## src/sv/cbm_pkg.sv

```systemverilog
// shared constants, codes and helper functions for the cartridge bank mapper
`default_nettype none

package cbm_pkg;

    // sizing of the cartridge stores
    localparam int MAX_ROM_BANKS = 128;
    localparam int MAX_RAM_BYTES = 32768;
    localparam int BANK_AW       = 14;
    localparam int ROM_BANK_W    = $clog2(MAX_ROM_BANKS);
    localparam int ROM_AW        = ROM_BANK_W + BANK_AW;
    localparam int RAM_AW        = $clog2(MAX_RAM_BYTES);
    localparam logic [21:0] ROM_BYTES = 22'(MAX_ROM_BANKS * (2 ** BANK_AW));

    // operation codes
    localparam logic [2:0] FN_ROM_RD   = 3'd0;
    localparam logic [2:0] FN_CTRL_WR  = 3'd1;
    localparam logic [2:0] FN_RAM_RD   = 3'd2;
    localparam logic [2:0] FN_RAM_WR   = 3'd3;
    localparam logic [2:0] FN_CLK_LOAD = 3'd4;
    localparam logic [2:0] FN_ROM_LOAD = 3'd5;

    // configuration register indexes
    localparam logic CFG_ROM_BANKS = 1'b0;
    localparam logic CFG_RAM_SIZE  = 1'b1;

    // RAM size codes
    localparam logic [1:0] RAM_NONE = 2'd0;
    localparam logic [1:0] RAM_2K   = 2'd1;
    localparam logic [1:0] RAM_8K   = 2'd2;

    // control write regions and values
    localparam logic [14:0] CTRL_BANK_LO  = 15'h2000;
    localparam logic [14:0] CTRL_SEL_LO   = 15'h4000;
    localparam logic [14:0] CTRL_LATCH_LO = 15'h6000;
    localparam logic [3:0]  RAM_EN_KEY    = 4'hA;
    localparam logic [7:0]  LATCH_ARM     = 8'h00;
    localparam logic [7:0]  LATCH_FIRE    = 8'h01;
    localparam logic [6:0]  BANK_RESET    = 7'd1;

    // RAM select range that reaches the clock bytes
    localparam logic [7:0] CLK_SEL_LO = 8'h08;
    localparam logic [7:0] CLK_SEL_HI = 8'h0C;
    localparam int         CLK_BYTES  = 5;

    localparam logic [7:0] NO_ANSWER = 8'hFF;

    // reciprocals for the clock split: x/60 is (x*RECIP_60) >> 37,
    // x/24 is (x*RECIP_24) >> 36, exact for any 32-bit x
    localparam logic [31:0] RECIP_60 = 32'h8888_8889;
    localparam logic [31:0] RECIP_24 = 32'hAAAA_AAAB;

    // RAM bytes for a size code, capped at the store size
    function automatic int ram_bytes(input logic [1:0] code);
        int n;
        case (code)
            RAM_NONE: n = 0;
            RAM_2K:   n = 2048;
            RAM_8K:   n = 8192;
            default:  n = 32768;
        endcase
        if (n > MAX_RAM_BYTES) n = MAX_RAM_BYTES;
        return n;
    endfunction

    // wrap mask for a RAM index
    function automatic logic [14:0] ram_mask(input logic [1:0] code);
        int n;
        n = ram_bytes(code);
        if (n == 0) return 15'd0;
        return 15'(n - 1);
    endfunction

endpackage

`default_nettype wire

```

## src/sv/cbm_div.sv

```systemverilog
// clock split of a seconds count into seconds, minutes, hours and days
`default_nettype none

module cbm_div (
    input  wire logic        i_clk,
    input  wire logic        i_rst_n,
    input  wire logic        i_start,
    input  wire logic [31:0] i_seconds,
    output logic             o_done,
    output logic [5:0]       o_sec,
    output logic [5:0]       o_min,
    output logic [4:0]       o_hour,
    output logic [8:0]       o_days
);

    localparam logic [1:0] STEP_SEC  = 2'd0;
    localparam logic [1:0] STEP_MIN  = 2'd1;
    localparam logic [1:0] STEP_HOUR = 2'd2;

    logic        r_busy;
    logic        r_done;
    logic        r_phase;
    logic [1:0]  r_step;
    logic [31:0] r_x;
    logic [31:0] r_q;
    logic [5:0]  r_sec;
    logic [5:0]  r_min;
    logic [4:0]  r_hour;
    logic [8:0]  r_days;
    logic [31:0] n_recip;
    logic [63:0] n_prod;
    logic [31:0] n_q;
    logic [31:0] n_qd;
    logic [31:0] n_rem;

    // quotient by reciprocal multiply, remainder by shift and subtract
    always_comb begin
        n_recip = (r_step == STEP_HOUR) ? cbm_pkg::RECIP_24 : cbm_pkg::RECIP_60;
        n_prod  = 64'(r_x) * 64'(n_recip);
        if (r_step == STEP_HOUR) begin
            n_q  = {4'd0, n_prod[63:36]};
            n_qd = {r_q[27:0], 4'd0} + {r_q[28:0], 3'd0};
        end else begin
            n_q  = {5'd0, n_prod[63:37]};
            n_qd = {r_q[25:0], 6'd0} - {r_q[29:0], 2'd0};
        end
        n_rem = r_x - n_qd;
    end

    // control: a quotient phase and a remainder phase per step, three steps
    always_ff @(posedge i_clk) begin
        if (!i_rst_n) begin
            r_busy  <= 1'b0;
            r_done  <= 1'b0;
            r_phase <= 1'b0;
            r_step  <= STEP_SEC;
        end else if (i_start) begin
            r_busy  <= 1'b1;
            r_done  <= 1'b0;
            r_phase <= 1'b0;
            r_step  <= STEP_SEC;
        end else begin
            r_done <= r_busy && r_phase && (r_step == STEP_HOUR);
            if (r_busy) begin
                r_phase <= !r_phase;
                if (r_phase) begin
                    if (r_step == STEP_HOUR) begin
                        r_busy <= 1'b0;
                    end else begin
                        r_step <= r_step + 2'd1;
                    end
                end
            end
        end
    end

    // datapath: quotient cycle, then remainder cycle
    always_ff @(posedge i_clk) begin
        if (i_start) begin
            r_x <= i_seconds;
        end else if (r_busy) begin
            if (!r_phase) begin
                r_q <= n_q;
            end else begin
                r_x <= r_q;
                case (r_step)
                    STEP_SEC: r_sec <= n_rem[5:0];
                    STEP_MIN: r_min <= n_rem[5:0];
                    default: begin
                        r_hour <= n_rem[4:0];
                        r_days <= r_q[8:0];
                    end
                endcase
            end
        end
    end

    assign o_done = r_done;
    assign o_sec  = r_sec;
    assign o_min  = r_min;
    assign o_hour = r_hour;
    assign o_days = r_days;

endmodule

`default_nettype wire

```

## config.mk

```make
export PLATFORM = sky130hd
export DESIGN_NAME = cbm_div
export DESIGN_NICKNAME = d
export VERILOG_FILES = /design/src/sv/cbm_pkg.sv /design/src/sv/cbm_div.sv
export SDC_FILE = /design/constraint.sdc
export NUM_CORES = 1
export LEC_CHECK = 0
export ABC_AREA = 1
export BUFFER_PORTS_ARGS = -buffer_cell sky130_fd_sc_hd__buf_2
export CORE_ASPECT_RATIO = 0.8
export CORE_MARGIN = 1
export CORE_UTILIZATION = 50
export DETAILED_ROUTE_END_ITERATION = 8
export PLACE_DENSITY = 0.66
export SYNTH_ARGS = -nofsm -noshare
export SYNTH_HDL_FRONTEND = slang
export SYNTH_SLANG_ARGS = --single-unit
```

## constraint.sdc

```tcl
create_clock -name i_clk -period 9 [get_ports i_clk]
set_input_delay 1.35 -clock i_clk [delete_from_list [all_inputs] [get_ports i_clk]]
set_output_delay 1.35 -clock i_clk [all_outputs]
set_load 0.03 [all_outputs]
```

==> impl_metrics.json <==
{
  "die_y_um": 194,
  "endpoint_kind": "register",
  "multi_input_area_um2": 17300,
  "drive_gt1_share_pct": 3.60,
  "worst-slew-pin-transition_ns": 1.18,
  "synth_cell_types": 32,
  "holdPathStages": 0,
  "hold_end": "o_days[4]$_DFFE_PP_",
  "synth-main-ff-cell": "edfxtp_1",
  "slowest_stage": "nor2_1",
  "core_area_um2": 45000,
  "async_flop_share_pct": 0,
  "rr_endpoint": "r_q[17]$_DFFE_PP_",
  "crit_required_ns": 9.13,
  "root_buffer": "clkbuf_16",
  "relSlewSlack_pct": 21.5,
  "crit_type": "register to register",
  "synthTopCellsByArea": "fa_1 34%, ha_1 20%, inv_1 13%",
  "finClkSkew_ns": 0.00696,
  "final_nets": 3650,
  "grt_pass1_wl_mm": 116,
  "fin_setup_tns_ns": 0,
  "worst-r2r-cell-count": 30,
  "syn_nets": 3583,
  "grt.overflow.total": 0,
  "vias": 18400,
  "grt_max_degree": 38,
  "drc_errors": 0,
  "grt_setup_unrepaired": "false",
  "synth_edf_count": 86,
  "final_util_pct": 54.4,
  "holdCritPathClass": "register to register",
  "synth_area_um2": 23100,
  "fin_crit_sh_pct": 90.6,
  "first_pass_iters": 6,
  "cts_tree": "done",
  "start_util_pct": 51.3,
  "nFillCells": 4283,
  "fin_crit_ns": 8.15,
  "cp.arrival_ns": 8.28,
  "ys_ff_latch": 91,
  "synthTopCellsByCount": "810 x inv_1, 564 x nand2_1, 388 x fa_1",
  "hold_viol_final": 0,
  "worst_path_largest_cell_delay_ns": 0.56,
  "cts.sinks": 91,
  "crit_path_start": "r_step[0]$_SDFFE_PP0P_",
  "setup_viol": 0,
  "cts_resized": 0,
  "fp.dieW_um": 242,
  "synth_top_area_share_pct": 33.7,
  "cts_made_buffers": 9,
  "min_from": "r_q[4]$_DFFE_PP_",
  "rr_startpoint": "r_step[0]$_SDFFE_PP0P_",
  "track_usage_pct": 33.8,
  "fin_hold_ws_ns": 0.493,
  "ant_nets": 0,
  "crit_path_max_fanout": 16,
  "cts.path.max_buffers": 2,
  "gp_congestion": 1.07,
  "drt_iter0_drc": 1870,
  "synth.avg_cell_area_um2": 8.28,
  "yosysWarningCount": 0,
  "grt_pass1_vias": 19100,
  "dpl.hpwl_mm": 69.2,
  "rows": 69,
  "antenna_found_initial": 2,
  "seq_area_frac_synth_pct": 11.6,
  "layout-area-overhead-vs-synth_pct": 6.12,
  "detail_route.wl_per_cell_um": 22.3,
  "syn_inst": 2786,
  "synth_largest_area_cell": "fa_1",
  "cap_violations": 0,
  "final_max_slew_viol_count": 0,
  "io_pins": 62,
  "routed_wirelength_mm": 77.0,
  "final_area_um2": 24500,
  "cp-start-kind": "register",
  "via_per_inst": 5.33,
  "port_buffers": 61,
  "dpl_cell_area_um2": 24200,
  "worst_skew_pair.late_latency_ns": 0.37,
  "crit_top_cell": "nand2_1",
  "clk_pin_slew_ns": 0.07,
  "cts_setup_buffers": 0,
  "synth_most_common_cell": "inv_1",
  "htreeDepth": 3,
  "register_area_um2": 2680,
  "hold_buffers": 0,
  "die-area_um2": 47000,
  "status": "completed",
  "max_freq_ghz": 0.123,
  "reg2reg_setup_slack_ns": 0.85
}
==> area by class of cell <==
| type | count | area share, % |
|---|---|---|
| multi-input cells | 1868 | 70.6 |
| inverters | 810 | 12.4 |
| flip-flops and latches | 91 | 11.0 |
| well taps | 603 | 3.08 |
| repair buffers | 73 | 1.62 |
| clock buffers | 9 | 0.920 |
| clock inverters | 7 | 0.378 |
| diodes | 1 | 0.0102 |
==> per-layer routing <==
layer / GRT usage, % / part of all wire [%] / vias to the layer above
met5: 0 / 0.017 / -
met4: 7.17 / 1.9 / 2
met3: 9.16 / 11 / 96
met2: 49.0 / 42 / 837
met1: 50.1 / 45 / 9001
li1: - / - / 8506
==> critical path: cells and delay by family, from the launching register on <==
| kind | cells | cell delay [ns] |
|---|---|---|
| fa+ha+maj | 9 | 3.71 |
| buf+inv | 6 | 0.78 |
| flops | 1 | 0.33 |
| simple gates | 15 | 3.06 |
==> worst max path at each step <==
stage	endpoint	slack (ns)	depth (start not counted)
2_1_floorplan	r_q[24]$_DFFE_PP_	2.04	31
3_3_place_gp	r_q[14]$_DFFE_PP_	1.16	28
3_5_place_dp	r_q[16]$_DFFE_PP_	1.16	31
4_1_cts	r_q[16]$_DFFE_PP_	1.13	31
5_1_grt	r_q[25]$_DFFE_PP_	0.47	30
6_report	r_q[17]$_DFFE_PP_	0.85	30
==> stage by stage <==
stage	instances	worst slack, ns
3_5_place_dp	3445	1.16
6_report	3462	0.846
5_1_grt	3461	0.470
4_1_cts	3461	1.13
2_1_floorplan	2786	2.04
3_3_place_gp	3445	1.16
==> logic make-up (layout without fill, tap and decap cells) <==
| group | count (synthesis) | in the layout | share of synthesized area, % |
|---|---|---|---|
| xor+xnor | 32 | 32 | 1.22 |
| fa+ha+maj | 762 | 762 | 54.0 |
| simple gates | 902 | 902 | 15.8 |
| other cells | 0 | 1 | 0 |
| compound gates | 172 | 172 | 3.94 |
| buf+inv | 827 | 899 | 13.5 |
| flops | 91 | 91 | 11.6 |
==> registers in the layout, summed over array words and instances, names as in the netlist <==
| register | flops |
|---|---|
| r_q | 28 |
| r_phase | 1 |
| o_min | 6 |
| o_sec | 6 |
| r_busy | 1 |
| o_done | 1 |
| o_hour | 5 |
| r_x | 32 |
| r_step | 2 |
| o_days | 9 |
==> cell usage in the layout (no fill, tap or decap), types with 5 or more instances in the layout <==
cell type and instances:
inv_1 810, nand2_1 564, fa_1 388, ha_1 373
nor2_1 195, nand3_1 90, a21oi_1 90, edfxtp_1 86
o21ai_0 63, buf_2 61, xor2_1 25, nand3b_1 14
buf_4 12, nor3_1 11, o21bai_1 10, clkbuf_16 9
or2_2 8, xnor2_1 7, nand4_1 7, nor4_1 6
dfxtp_1 5
Power is not shown: default switching activity piles up to over one toggle a cycle in this logic, so the estimate is an artifact.
